File: src/design/gbd_pkg.sv
package gbd_pkg;

	// vertex fields are four bits wide
	localparam int VTX_W = 4;
	localparam int VTX_N = 16;

	localparam int NUM_VERTICES_DEF = 16;
	localparam int MAX_DEGREE_DEF   = 16;

	localparam logic [1:0] OP_ADD = 2'd0;
	localparam logic [1:0] OP_REM = 2'd1;
	localparam logic [1:0] OP_BFS = 2'd2;
	localparam logic [1:0] OP_DFS = 2'd3;

	// datapath micro-operations
	typedef enum logic [4:0] {
		U_NOP,
		U_LOAD,
		U_A_SNAP,
		U_A_FULL,
		U_A_GO,
		U_A_W1,
		U_A_W2,
		U_R_LEN,
		U_R_RD,
		U_R_SHRD,
		U_R_SHW,
		U_R_SHDONE,
		U_R_SIDE,
		U_B_POP,
		U_B_CUR,
		U_B_EMIT,
		U_B_RD,
		U_B_NB,
		U_D_RD,
		U_D_POP,
		U_D_FRAME,
		U_D_PUSH,
		U_DONE
	} uop_t;

	typedef struct packed {
		logic [1:0] in_op;
		logic       in_ok;
		logic       full;
		logic       idx_zero;
		logic       match;
		logic       sh_more;
		logic       side_next;
		logic       q_empty;
		logic       nb_new;
		logic       top_more;
		logic       sp_last;
		logic       out_free;
		logic       emit_ok;
	} dp_stat_t;

endpackage

File: src/design/gbd_dp.sv
module gbd_dp #(
	parameter int NUM_VERTICES = gbd_pkg::NUM_VERTICES_DEF,
	parameter int MAX_DEGREE   = gbd_pkg::MAX_DEGREE_DEF
) (
	input  logic                    clk,
	input  logic                    arst_n,
	input  gbd_pkg::uop_t           uop,
	output gbd_pkg::dp_stat_t       stat,
	input  logic [1:0]              opcode,
	input  logic [gbd_pkg::VTX_W-1:0] src_vertex,
	input  logic [gbd_pkg::VTX_W-1:0] dest_vertex,
	input  logic                    directed,
	output logic                    out_valid,
	input  logic                    out_stall,
	output logic [gbd_pkg::VTX_W-1:0] visit_vertex,
	output logic                    last_in_run,
	output logic                    status
);
	import gbd_pkg::*;

	localparam int IW = (MAX_DEGREE > 1) ? $clog2(MAX_DEGREE) : 1;
	localparam int DW = $clog2(MAX_DEGREE + 1);
	localparam int AW = VTX_W + IW;
	localparam int PW = $clog2(VTX_N + 1);
	localparam int SW = VTX_W + DW;
	localparam logic [DW+1:0] MDW = (DW+2)'(MAX_DEGREE);

	logic [VTX_W-1:0] s_q, d_q, cur_q, tgt_q, pend_v_q;
	logic             dir_q, second_q, st_q, pend_valid_q;
	logic [DW-1:0]    n_q, idx_q, pos_q;
	logic [PW-1:0]    head_q, tail_q, sp_q;
	logic [VTX_N-1:0] visited_q;
	logic [DW-1:0]    deg_q [VTX_N];
	logic             out_valid_q, last_q, status_q;
	logic [VTX_W-1:0] vv_q;

	logic [VTX_W-1:0] mem [2**AW];
	logic [VTX_W-1:0] mem_rd_q;
	logic [VTX_W-1:0] queue [VTX_N];
	logic [VTX_W-1:0] q_rd_q;
	logic [SW-1:0]    stack [VTX_N];
	logic [SW-1:0]    stk_rd_q;

	logic [DW-1:0]    deg_rd;
	logic             out_free, nb_new;
	logic             mem_we, mem_re;
	logic [AW-1:0]    mem_wa, mem_ra;
	logic [VTX_W-1:0] mem_wd;
	logic [DW-1:0]    d_idx;
	logic             full;
	logic             emit;

	assign deg_rd   = deg_q[cur_q];
	assign out_free = !out_valid_q || !out_stall;
	assign nb_new   = !visited_q[mem_rd_q];
	assign d_idx    = deg_rd - DW'(1) - pos_q;
	// micro-ops that load the output register
	assign emit     = ((uop == U_B_EMIT) && pend_valid_q) || (uop == U_D_PUSH) ||
	                  (uop == U_DONE);

	always_comb begin
		if (dir_q)
			full = ({2'b00, n_q} + (DW+2)'(1)) > MDW;
		else if (s_q == d_q)
			full = ({2'b00, n_q} + (DW+2)'(2)) > MDW;
		else
			full = (({2'b00, n_q} + (DW+2)'(1)) > MDW) ||
			       (({2'b00, deg_rd} + (DW+2)'(1)) > MDW);
	end

	always_comb begin
		stat.in_op     = opcode;
		stat.in_ok     = (int'(src_vertex) < NUM_VERTICES) &&
		                 ((opcode == OP_BFS) || (opcode == OP_DFS) ||
		                  (int'(dest_vertex) < NUM_VERTICES));
		stat.full      = full;
		stat.idx_zero  = (idx_q == '0);
		stat.match     = (mem_rd_q == tgt_q);
		stat.sh_more   = ({1'b0, idx_q} + (DW+1)'(1)) < {1'b0, n_q};
		stat.side_next = !dir_q && !second_q;
		stat.q_empty   = (head_q == tail_q);
		stat.nb_new    = nb_new;
		stat.top_more  = pos_q < deg_rd;
		stat.sp_last   = (sp_q == PW'(1));
		stat.out_free  = out_free;
		stat.emit_ok   = !pend_valid_q || out_free;
	end

	// adjacency store port selection
	always_comb begin
		mem_we = 1'b0;
		mem_re = 1'b0;
		mem_wa = {cur_q, deg_rd[IW-1:0]};
		mem_ra = {cur_q, idx_q[IW-1:0]};
		mem_wd = d_q;
		case (uop)
			U_A_W1: begin
				mem_we = 1'b1;
			end
			U_A_W2: begin
				mem_we = 1'b1;
				mem_wd = s_q;
			end
			U_R_RD, U_B_RD: begin
				mem_re = 1'b1;
				mem_ra = {cur_q, IW'(idx_q - DW'(1))};
			end
			U_R_SHRD: begin
				mem_re = 1'b1;
				mem_ra = {cur_q, IW'(idx_q + DW'(1))};
			end
			U_R_SHW: begin
				mem_we = 1'b1;
				mem_wa = {cur_q, idx_q[IW-1:0]};
				mem_wd = mem_rd_q;
			end
			U_D_RD: begin
				mem_re = 1'b1;
				mem_ra = {cur_q, d_idx[IW-1:0]};
			end
			default: begin
			end
		endcase
	end

	always_ff @(posedge clk) begin
		if (mem_we)
			mem[mem_wa] <= mem_wd;
		if (mem_re)
			mem_rd_q <= mem[mem_ra];
	end

	always_ff @(posedge clk) begin
		if (uop == U_LOAD)
			queue[0] <= src_vertex;
		else if (uop == U_B_NB && nb_new)
			queue[tail_q[VTX_W-1:0]] <= mem_rd_q;
		if (uop == U_B_POP)
			q_rd_q <= queue[head_q[VTX_W-1:0]];
	end

	always_ff @(posedge clk) begin
		if (uop == U_D_PUSH)
			stack[VTX_W'(sp_q - PW'(1))] <= {cur_q, pos_q};
		if (uop == U_D_POP)
			stk_rd_q <= stack[VTX_W'(sp_q - PW'(2))];
	end

	always_ff @(posedge clk or negedge arst_n) begin
		if (!arst_n) begin
			for (int i = 0; i < VTX_N; i++)
				deg_q[i] <= '0;
			visited_q    <= '0;
			head_q       <= '0;
			tail_q       <= '0;
			sp_q         <= '0;
			pend_valid_q <= 1'b0;
			out_valid_q  <= 1'b0;
			s_q <= '0; d_q <= '0; cur_q <= '0; tgt_q <= '0; pend_v_q <= '0;
			dir_q <= 1'b0; second_q <= 1'b0; st_q <= 1'b0;
			n_q <= '0; idx_q <= '0; pos_q <= '0;
			vv_q <= '0; last_q <= 1'b0; status_q <= 1'b0;
		end else begin
			if (emit)
				out_valid_q <= 1'b1;
			else if (!out_stall)
				out_valid_q <= 1'b0;
			case (uop)
				U_LOAD: begin
					s_q          <= src_vertex;
					d_q          <= dest_vertex;
					dir_q        <= directed;
					cur_q        <= src_vertex;
					tgt_q        <= dest_vertex;
					second_q     <= 1'b0;
					st_q         <= 1'b0;
					head_q       <= '0;
					tail_q       <= PW'(1);
					sp_q         <= PW'(1);
					pos_q        <= '0;
					visited_q    <= VTX_N'(1) << src_vertex;
					// out-of-range start reports vertex zero
					pend_v_q     <= (opcode == OP_DFS && stat.in_ok) ? src_vertex : '0;
					pend_valid_q <= (opcode == OP_DFS);
				end
				U_A_SNAP: begin
					n_q   <= deg_rd;
					cur_q <= d_q;
				end
				U_A_FULL: st_q <= 1'b1;
				U_A_GO:   cur_q <= s_q;
				U_A_W1: begin
					deg_q[cur_q] <= deg_rd + DW'(1);
					cur_q        <= d_q;
				end
				U_A_W2: deg_q[cur_q] <= deg_rd + DW'(1);
				U_R_LEN: begin
					idx_q <= deg_rd;
					n_q   <= deg_rd;
				end
				U_R_RD, U_B_RD: idx_q <= idx_q - DW'(1);
				U_R_SHW:    idx_q <= idx_q + DW'(1);
				U_R_SHDONE: deg_q[cur_q] <= n_q - DW'(1);
				U_R_SIDE: begin
					second_q <= 1'b1;
					cur_q    <= d_q;
					tgt_q    <= s_q;
				end
				U_B_CUR: begin
					cur_q  <= q_rd_q;
					head_q <= head_q + PW'(1);
				end
				U_B_EMIT: begin
					if (pend_valid_q) begin
						vv_q        <= pend_v_q;
						last_q      <= 1'b0;
						status_q    <= 1'b0;
					end
					pend_v_q     <= cur_q;
					pend_valid_q <= 1'b1;
					idx_q        <= deg_rd;
				end
				U_B_NB: begin
					if (nb_new) begin
						visited_q[mem_rd_q] <= 1'b1;
						tail_q              <= tail_q + PW'(1);
					end
				end
				U_D_RD:  pos_q <= pos_q + DW'(1);
				U_D_POP: sp_q  <= sp_q - PW'(1);
				U_D_FRAME: begin
					cur_q <= stk_rd_q[SW-1 -: VTX_W];
					pos_q <= stk_rd_q[DW-1:0];
				end
				U_D_PUSH: begin
					visited_q[mem_rd_q] <= 1'b1;
					cur_q       <= mem_rd_q;
					pos_q       <= '0;
					sp_q        <= sp_q + PW'(1);
					vv_q        <= pend_v_q;
					last_q      <= 1'b0;
					status_q    <= 1'b0;
					pend_v_q    <= mem_rd_q;
				end
				U_DONE: begin
					vv_q        <= pend_v_q;
					last_q      <= 1'b1;
					status_q    <= st_q;
				end
				default: begin
				end
			endcase
		end
	end

	assign out_valid    = out_valid_q;
	assign visit_vertex = vv_q;
	assign last_in_run  = last_q;
	assign status       = status_q;

endmodule

File: src/design/gbd_ctrl.sv
module gbd_ctrl (
	input  logic              clk,
	input  logic              arst_n,
	input  logic              in_valid,
	output logic              in_stall,
	input  gbd_pkg::dp_stat_t stat,
	output gbd_pkg::uop_t     uop
);
	import gbd_pkg::*;

	typedef enum logic [19:0] {
		S_IDLE    = 20'd1 << 0,
		S_A_CHK1  = 20'd1 << 1,
		S_A_CHK2  = 20'd1 << 2,
		S_A_W1    = 20'd1 << 3,
		S_A_W2    = 20'd1 << 4,
		S_R_LEN   = 20'd1 << 5,
		S_R_SCAN  = 20'd1 << 6,
		S_R_CMP   = 20'd1 << 7,
		S_R_SHR   = 20'd1 << 8,
		S_R_SHW   = 20'd1 << 9,
		S_R_NEXT  = 20'd1 << 10,
		S_B_POP   = 20'd1 << 11,
		S_B_CUR   = 20'd1 << 12,
		S_B_EMIT  = 20'd1 << 13,
		S_B_SCAN  = 20'd1 << 14,
		S_B_NB    = 20'd1 << 15,
		S_D_TOP   = 20'd1 << 16,
		S_D_NB    = 20'd1 << 17,
		S_D_FRAME = 20'd1 << 18,
		S_DONE    = 20'd1 << 19
	} state_t;

	state_t state_q, state_d;

	always_comb begin
		state_d = state_q;
		uop     = U_NOP;
		case (state_q)
			S_IDLE: begin
				if (in_valid) begin
					uop = U_LOAD;
					if (!stat.in_ok)
						state_d = S_DONE;
					else case (stat.in_op)
						OP_ADD:  state_d = S_A_CHK1;
						OP_REM:  state_d = S_R_LEN;
						OP_BFS:  state_d = S_B_POP;
						default: state_d = S_D_TOP;
					endcase
				end
			end
			S_A_CHK1: begin
				uop     = U_A_SNAP;
				state_d = S_A_CHK2;
			end
			S_A_CHK2: begin
				if (stat.full) begin
					uop     = U_A_FULL;
					state_d = S_DONE;
				end else begin
					uop     = U_A_GO;
					state_d = S_A_W1;
				end
			end
			S_A_W1: begin
				uop     = U_A_W1;
				state_d = stat.side_next ? S_A_W2 : S_DONE;
			end
			S_A_W2: begin
				uop     = U_A_W2;
				state_d = S_DONE;
			end
			S_R_LEN: begin
				uop     = U_R_LEN;
				state_d = S_R_SCAN;
			end
			S_R_SCAN: begin
				if (stat.idx_zero)
					state_d = S_R_NEXT;
				else begin
					uop     = U_R_RD;
					state_d = S_R_CMP;
				end
			end
			S_R_CMP: state_d = stat.match ? S_R_SHR : S_R_SCAN;
			S_R_SHR: begin
				if (stat.sh_more) begin
					uop     = U_R_SHRD;
					state_d = S_R_SHW;
				end else begin
					uop     = U_R_SHDONE;
					state_d = S_R_NEXT;
				end
			end
			S_R_SHW: begin
				uop     = U_R_SHW;
				state_d = S_R_SHR;
			end
			S_R_NEXT: begin
				if (stat.side_next) begin
					uop     = U_R_SIDE;
					state_d = S_R_LEN;
				end else
					state_d = S_DONE;
			end
			S_B_POP: begin
				if (stat.q_empty)
					state_d = S_DONE;
				else begin
					uop     = U_B_POP;
					state_d = S_B_CUR;
				end
			end
			S_B_CUR: begin
				uop     = U_B_CUR;
				state_d = S_B_EMIT;
			end
			S_B_EMIT: begin
				if (stat.emit_ok) begin
					uop     = U_B_EMIT;
					state_d = S_B_SCAN;
				end
			end
			S_B_SCAN: begin
				if (stat.idx_zero)
					state_d = S_B_POP;
				else begin
					uop     = U_B_RD;
					state_d = S_B_NB;
				end
			end
			S_B_NB: begin
				uop     = U_B_NB;
				state_d = S_B_SCAN;
			end
			S_D_TOP: begin
				if (stat.top_more) begin
					uop     = U_D_RD;
					state_d = S_D_NB;
				end else if (stat.sp_last)
					state_d = S_DONE;
				else begin
					uop     = U_D_POP;
					state_d = S_D_FRAME;
				end
			end
			S_D_NB: begin
				if (!stat.nb_new)
					state_d = S_D_TOP;
				else if (stat.out_free) begin
					uop     = U_D_PUSH;
					state_d = S_D_TOP;
				end
			end
			S_D_FRAME: begin
				uop     = U_D_FRAME;
				state_d = S_D_TOP;
			end
			S_DONE: begin
				if (stat.out_free) begin
					uop     = U_DONE;
					state_d = S_IDLE;
				end
			end
			default: state_d = S_IDLE;
		endcase
	end

	always_ff @(posedge clk or negedge arst_n) begin
		if (!arst_n)
			state_q <= S_IDLE;
		else
			state_q <= state_d;
	end

	assign in_stall = (state_q != S_IDLE);

endmodule

File: src/design/graph_bfs_dfs_engine.sv
// Channel  Handshake           Payload
// in       in_valid/in_stall   opcode, src_vertex, dest_vertex, directed
// out      out_valid/out_stall visit_vertex, last_in_run, status
//
// Edge remove scans list entries and shifts the entries after a match, per
// side. Breadth-first and depth-first traversal speed is set by the
// single-port adjacency store read loop.
// Reset clears degree counts, visit map and control; no clearing pass.
// A held out_stall parks the sequencer at its next result.
module graph_bfs_dfs_engine #(
	parameter int NUM_VERTICES = gbd_pkg::NUM_VERTICES_DEF,
	parameter int MAX_DEGREE   = gbd_pkg::MAX_DEGREE_DEF
) (
	input  logic                      clk,
	input  logic                      arst_n,
	input  logic                      in_valid,
	output logic                      in_stall,
	input  logic [1:0]                opcode,
	input  logic [gbd_pkg::VTX_W-1:0] src_vertex,
	input  logic [gbd_pkg::VTX_W-1:0] dest_vertex,
	input  logic                      directed,
	output logic                      out_valid,
	input  logic                      out_stall,
	output logic [gbd_pkg::VTX_W-1:0] visit_vertex,
	output logic                      last_in_run,
	output logic                      status
);
	import gbd_pkg::*;

	// controller issues one micro-op a cycle; datapath reports flags back
	uop_t     uop;
	dp_stat_t stat;

	gbd_ctrl u_ctrl (
		.clk      (clk),
		.arst_n   (arst_n),
		.in_valid (in_valid),
		.in_stall (in_stall),
		.stat     (stat),
		.uop      (uop)
	);

	// adjacency store, degree counts, queue, stack and output register
	gbd_dp #(
		.NUM_VERTICES (NUM_VERTICES),
		.MAX_DEGREE   (MAX_DEGREE)
	) u_dp (
		.clk          (clk),
		.arst_n       (arst_n),
		.uop          (uop),
		.stat         (stat),
		.opcode       (opcode),
		.src_vertex   (src_vertex),
		.dest_vertex  (dest_vertex),
		.directed     (directed),
		.out_valid    (out_valid),
		.out_stall    (out_stall),
		.visit_vertex (visit_vertex),
		.last_in_run  (last_in_run),
		.status       (status)
	);

	// one item at a time: an accepted item closes the input side
	a_busy_after_accept: assert property (@(posedge clk) disable iff (!arst_n)
		in_valid && !in_stall |=> in_stall)
		else $error("input taken while an item is in progress");

	// full flag only on the single result of an add
	a_status_last: assert property (@(posedge clk) disable iff (!arst_n)
		out_valid && status |-> last_in_run && visit_vertex == '0)
		else $error("status set on a non-final or traversal result");

	// a final result returns the sequencer to idle
	a_last_idle: assert property (@(posedge clk) disable iff (!arst_n)
		out_valid && last_in_run && !$past(out_valid && !out_stall) && $rose(out_valid)
		|-> !in_stall)
		else $error("final result issued while still busy");

endmodule

File: config.mk
export PLATFORM = sky130hd
export DESIGN_NAME = graph_bfs_dfs_engine
export DESIGN_NICKNAME = d
export VERILOG_FILES = /design/src/design/gbd_pkg.sv /design/src/design/gbd_dp.sv /design/src/design/gbd_ctrl.sv /design/src/design/graph_bfs_dfs_engine.sv
export SDC_FILE = /design/constraint.sdc
export NUM_CORES = 2
export LEC_CHECK = 0
export ABC_AREA = 1
export CAP_MARGIN = 15
export CORE_AREA = 2 2 283 341
export DETAILED_ROUTE_END_ITERATION = 6
export DIE_AREA = 0 0 285 343
export DONT_BUFFER_PORTS = 1
export PLACE_DENSITY_LB_ADDON = 0.1
export SLEW_MARGIN = 30
export SYNTH_ARGS = -nofsm -noshare
export SYNTH_HDL_FRONTEND = slang
export SYNTH_SLANG_ARGS = --single-unit
export TNS_END_PERCENT = 20
File: constraint.sdc
create_clock -name clk -period 16.35 [get_ports clk]
set_input_delay 0 -clock clk [delete_from_list [all_inputs] [get_ports clk]]
set_output_delay 0 -clock clk [all_outputs]
set_load 0.01 [all_outputs]
; ---- Yosys cells after proc, flatten, opt, wreduce, memory -nomap -nowiden
; Memory sizes are Yosys's and may differ from the RTL's. A register that Yosys moved wholly into a read port is not among the register bits.
; Cells that the tools add are included.
[totals]
n_memories = 3
ff_bits = 177
ram_bits = 1232
output_inout_bits = 8
[memory_table]
columns = name, depth, width, read_ports, rd_clocked_by_memory_dff, wr, line_no
row1 = u_dp.mem, 256, 4, 1, 1, 1, gbd_dp.sv:37  ; logic [VTX_W-1:0] mem [2**AW];
row2 = u_dp.stack, 16, 9, 1, 1, 1, gbd_dp.sv:41  ; logic [SW-1:0] stack [VTX_N];
row3 = u_dp.queue, 16, 4, 1, 1, 1, gbd_dp.sv:39  ; logic [VTX_W-1:0] queue [VTX_N];
[classes]
add_sub_neg = 16
reduce_logical = 47
eq_ne = 57
shifts = 1
mux = 84
order_cmp = 9
bitwise_logic = 2
[ops]
columns = operator, n
row1 = $pmux W20 S20, 1
row2 = $mux W20, 11
row3 = $bwmux W80, 2
row4 = $pmux W80 S2, 1
row5 = $pmux W5 S19, 1
row6 = $pmux W17 S3, 1
row7 = $mux W5, 10
row8 = $pmux W16 S3, 1
row9 = $pmux W5 S3, 3
row10 = $eq A5 B4 Y1 const B, 8
row11 = $mux W4, 9
row12 = $eq A5 B5 Y1 const B, 7
row13 = $mux W16, 2
row14 = $add A5 B1 Y5 const B, 6
row15 = $pmux W4 S2, 3
row16 = $pmux W4 S3, 2
row17 = $pmux W4 S6, 1
row18 = $mux W11, 2
row19 = $gt A7 B5 Y1 const B, 3
row20 = $bmux W5 S4, 1
row21 = $demux W5 S4, 1
row22 = $eq A20 B1 Y1 const B, 1
row23 = $eq A20 B10 Y1 const B, 1
row24 = $eq A20 B11 Y1 const B, 1
row25 = other kinds (65), 137

; ---- Logic depth before layout (Yosys ltp)
[depth]
ltp_word = 18
ltp_mapped = 41

; ---- Cells and area by module
; A second synthesis with hierarchy kept.
[unflattened]
hier_cells = 6291
area_unflattened_um2 = 65500.3
[modules_own_cells]
columns = module, n_inst, area_per_inst_um2, cells_each
row1 = gbd_dp, 1, 63980.1, 6076
row2 = gbd_ctrl, 1, 1520.2, 215

; ---- Worst setup path before layout
; OpenSTA, ideal clock, no wires.
[synth_timing]
path_kind = register to register
from = register u_ctrl.state_q[3]
to = memory u_dp.mem[0][0], data pin
stages_incl_launch_ff = 10
t_arrival_ps = 8325
period_less_slack_ps = 9954
t_required_ps = 14721
setup_slack_ps = 6396
n_path_buf = 0
cell_sequence = dfrtp_1 -> inv_1 -> nand2_1 -> nor2_1 -> inv_1 -> nor2_1 -> nand2_1 -> inv_1 -> nand2_1 -> o221ai_1
[synth_via]
elab_chain_len = 4
elab_cells_between_ends = 23
classes_between = 21 x eq/ne / 2 x mux
[synth_lines]
columns = item, line_no
row1 = from (decl), gbd_ctrl.sv:34  ; state_t state_q, state_d;
row2 = from (signal assigned), gbd_ctrl.sv:174  ; state_q <= state_d;
row3 = $eq A20 B20 Y1 (tied with other cells), gbd_ctrl.sv:39  ; case (state_q)
row4 = $pmux W5 S19 (*), gbd_ctrl.sv:39
row5 = $eq A5 B4 Y1 or $eq A5 B3 Y1 (tied branches), gbd_dp.sv:96  ; case (uop)
row6 = $pmux W4 S2 (*), gbd_dp.sv:96
row7 = net u_dp.mem_wd[0], gbd_dp.sv:48  ; logic [VTX_W-1:0] mem_wd;
row8 = to (decl), gbd_dp.sv:37
; Mark *: on every way through the listed nets, which the timed path passes. The rest lies on a longest branch.

; ---- Worst setup path after layout
[layout_timing]
from = register u_dp.cur_q[0]
to = register u_dp.mem_rd_q[0] (read register of u_dp.mem), data pin
[layout_via]
elab_chain_len = 14
elab_cells_between_ends = 23
classes_between = 3 x add/sub / 2 x order compare / 4 x eq/ne / 10 x mux / 1 x bitwise / 3 x reduce/logical
[layout_lines]
columns = item, line_no
row1 = from (decl), gbd_dp.sv:28  ; logic [VTX_W-1:0] s_q, d_q, cur_q, tgt_q, pend_v_q;
row2 = from (signal assigned), gbd_dp.sv:173  ; cur_q <= src_vertex;
row3 = from (signal assigned), gbd_dp.sv:188  ; cur_q <= d_q;
row4 = from (signal assigned), gbd_dp.sv:191  ; U_A_GO: cur_q <= s_q;
row5 = $not A4 Y5 (not written as such), gbd_dp.sv:53  ; assign deg_rd = deg_q[cur_q];
row6 = $bmux W5 S4, gbd_dp.sv:53
row7 = $mux W5 (not written as such) (2 in series), gbd_dp.sv:53
row8 = $add A5 B1 Y6, gbd_dp.sv:68  ; (({2'b00, deg_rd} + (DW+2)'(1)) > MDW);
row9 = $gt A7 B5 Y1, gbd_dp.sv:68
row10 = $logic_or A1 B1 Y1, gbd_dp.sv:67  ; full = (({2'b00, n_q} + (DW+2)'(1)) > MDW) ||
row11 = $mux W1, gbd_dp.sv:64  ; else if (s_q == d_q)
row12 = $mux W1, gbd_dp.sv:62  ; if (dir_q)
row13 = $mux W3, gbd_ctrl.sv:58  ; if (stat.full) begin
row14 = $pmux W5 S19, gbd_ctrl.sv:39
row15 = $eq A5 B4 Y1 or $eq A5 B5 Y1 (tied branches), gbd_dp.sv:96
row16 = $reduce_or A2 Y1 or $reduce_or A4 Y1 (tied branches), n/a
row17 = $pmux W4 S3 or $mux W1 (tied branches), gbd_dp.sv:96
row18 = to (decl), gbd_dp.sv:38  ; logic [VTX_W-1:0] mem_rd_q;
; Several ways; a longest one is shown, not always the timed one. The select of a mux whose other input is x is not followed.
; A chain may end at the register's enable or synchronous reset.

==> flow_summary.toml <==
[outcome]
status = "finished, final reports clean"

[placed_design]
dpl.cell_count = 7336
routabilityCongestion = 0.994
port_buffers = 0
place_area_um2 = 65400
hpwl_mm = 97.5

[cells_and_area]
layout_common_cells = "nand2_1 (1630), edfxtp_1 (1249), nand3_1 (1002), nor2_1 (526), inv_1 (503)"
final_nets = 6302
drive_gt1_share_pct = 5.63
syn2layout_area_growth_pct = 8.78
stdcell_count = 7624
final_cell_area_um2 = 70500
fillers = 6587
layout_commonest_cell = "nand2_1"

[global_routing]
grt_max_degree = 219
overflow = 0
track_usage_pct = 34.4
first_global_vias = 44900
grt_pass1_wl_mm = 257
grt_antenna_before_repair = 4

[setup_path]
path_class = "register to register"
crit_path_frequent_cell = "nand2_1"
worst-path-buf-inv = 7
slowest_delay_ps = 830
critPathSlowestCell = "buf_4"
crit_path_end_kind = "register"
cp.arrival_ps = 9300
crit_required_ps = 16820
cp_top_family = "simple AND/OR/NAND/NOR gates"
startpoint_type = "register"
crit_fanout = 141

[clocking]
h-tree-depth = 4
ctsRootBufferMaster = "clkbuf_16"
post_cts_buffers = 0
cts_tree = "built"
clockBufferDepth = 3
cts_sinks = 1426
path_clk_slew_ps = 60
insertion_delay_ps = 760
cts_buffers = 139

[timing]
hold_viol = 0
slew_headroom_pct = 28.5
holdWs_ps = 77.4
fmax_ghz = 0.113
rsz0062_at_grt = "no"
worst_pin_slew_ps = 1070
period_share_pct = 54.0
fin_tns_setup_ps = 0
finClkSkew_ps = 28.2
finalSetupViolCount = 0
slew_viol_final = 0
fin_crit_ps = 8830

[floorplan]
die_h_um = 343
io_pins = 23
die_w_um = 285
design.die.area_um2 = 97800
start_util_pct = 68.5
core_area_um2 = 94600
std_cell_rows = 124

[hold_path]
hp-class = "primary input to register"

[route]
wl_per_cell_um = 22.1
ant_nets = 0
viasPerCell = 6.16
drt_iter0_drc = 6008
vias = 47000
drc_errors = 0
wl_mm = 169
first_pass_iters = 6

[synthesis]
ys_ff_latch = 1426
syn_inst = 6384
synth_xor_xnor_area_share_pct = 0.433
post_synth_num_cell_types = 50
postSynth.asyncResetShare_pct = 12.4
synthAdderAreaFrac_pct = 0.687
avgSynthCellArea_um2 = 10.1
synth_top_family_by_area = "simple AND/OR/NAND/NOR gates"
synthMuxAreaShare_pct = 0.280
synth-main-ff-cell = "edfxtp_1"
yosysWarnings = 0
synth_fp_nets = 6434
synth_edf_count = 1249
synth_compound_area_share_pct = 4.08
synth_area_um2 = 64800
yosys.area_share.simple_pct = 24.0
seq_area_frac_synth_pct = 64.7

[power]
ir_worst_vdd_uv = 212
powerDensity_nw_per_um2 = 188
leakage_nw = 27.5

[job]
drv_cap = 0
[report_power, final]
group | internal, mW | switching [mW]
clock | 1.86 | 1.38
combinational | 1.40 | 3.97
sequential | 4.50 | 0.150
total | 7.76 | 5.50
[Yosys cell counts (2+ instances only)]
cell type	instances	area share [%]
xor2_1	21	0.28
and3_1	2	0.019
nand3_1	1002	7.7
buf_1	22	0.13
a221oi_1	9	0.12
nand2_2	10	0.097
nor4_1	17	0.16
mux2i_1	17	0.26
clkinv_1	8	0.046
a21oi_1	62	0.48
nand2_1	1631	9.4
or2_2	5	0.048
o22ai_1	12	0.12
a31oi_1	4	0.039
buf_4	20	0.23
nor3_2	2	0.031
nor2_2	8	0.077
xnor2_1	11	0.15
ha_1	34	0.66
buf_6	7	0.12
o211ai_1	32	0.37
nor2_1	535	3.1
inv_1	504	2.9
inv_2	22	0.13
o221ai_1	47	0.64
clkbuf_1	174	1.0
a22oi_1	11	0.13
o21ai_0	271	2.1
o21a_1	2	0.023
nand4_1	15	0.14
edfxtp_1	1249	58
nor3_1	42	0.32
buf_2	152	1.2
nor2_4	3	0.052
nand3b_1	231	2.7
dfrtp_1	176	6.8
[timing repair]
item / CTS / global route
endpoints found under the hold margin: 306 / 84
hold buffers: 30 / 1
gates resized for setup: 0 / 0
setup endpoints to repair: 0 / 0
[per-stage QoR]
stage               setup WS (ps)  utilization (%)  total power, mW
global route                 6830             74.5             13.9
finish                       7520             74.5             13.3
global placement             7800             69.1             9.81
CTS                          7510             74.3             13.1
floorplan                    6400                -             8.52
detailed placement           7560             69.1             9.89
[tightest hold or removal path, stage by stage]
cell	delay [ps]
dlygate4sd3_1	560
nand2_1	140
nand2_1	100
[path summary, 6_finish.rpt]
check / depth (start not counted) / end / from / slack [ps]
max: 36 / u_dp.mem_rd_q[0] / u_dp.cur_q[0] / 7520
min reg2reg: 2 / u_dp.deg_q[18] / u_dp.deg_q[18] / 490
min: 3 / u_dp.d_q[0] / dest_vertex[0] / 80
min in group asynchronous: 3 / u_ctrl.state_q[5] / arst_n / 410
max in group asynchronous: 4 / u_dp.deg_q[23] / arst_n / 15080
max reg2reg: 36 / u_dp.mem_rd_q[0] / u_dp.cur_q[0] / 7520
[routing by layer]
| layer | track usage (%) | part of all wire, % |
|---|---|---|
| met1 | 45.7 | 37 |
| met2 | 56.6 | 48 |
| met3 | 5.53 | 9.9 |
| met4 | 15.5 | 4.4 |
| met5 | 0 | 0.0077 |
[flip-flops by register name, summed over array words and instances, names as in the netlist, 5 cells and up]
| register | cells |
|---|---|
| u_dp.pos_q | 5 |
| u_dp.deg_q | 80 |
| u_dp.stack | 144 |
| u_dp.stk_rd_q | 9 |
| u_dp.head_q | 5 |
| u_dp.n_q | 5 |
| u_dp.tail_q | 5 |
| u_dp.sp_q | 5 |
| u_dp.queue | 64 |
| u_dp.mem | 1024 |
| u_dp.idx_q | 5 |
| u_dp.visited_q | 16 |
| u_ctrl.state_q | 20 |
[cells by family after synthesis]
group           count (synthesis)
simple gates                 3508
flops                        1426
buf+inv                       909
compound gates                456
fa+ha+maj                      35
xor+xnor                       32
mux                            18
[layout make-up]
type | count | area, µm² | area share (%)
sequential | 1426 | 41900 | 59.5
inverter | 534 | 2010 | 2.85
multi-input combinational | 4049 | 19300 | 27.4
timing repair buffer | 102 | 1030 | 1.47
tap | 1260 | 1580 | 2.24
clock inverter | 76 | 851 | 1.21
antenna | 1 | 2.50 | 0.00355
clock buffer | 176 | 3750 | 5.32
Note: power is estimated with default switching activity, not from simulation.
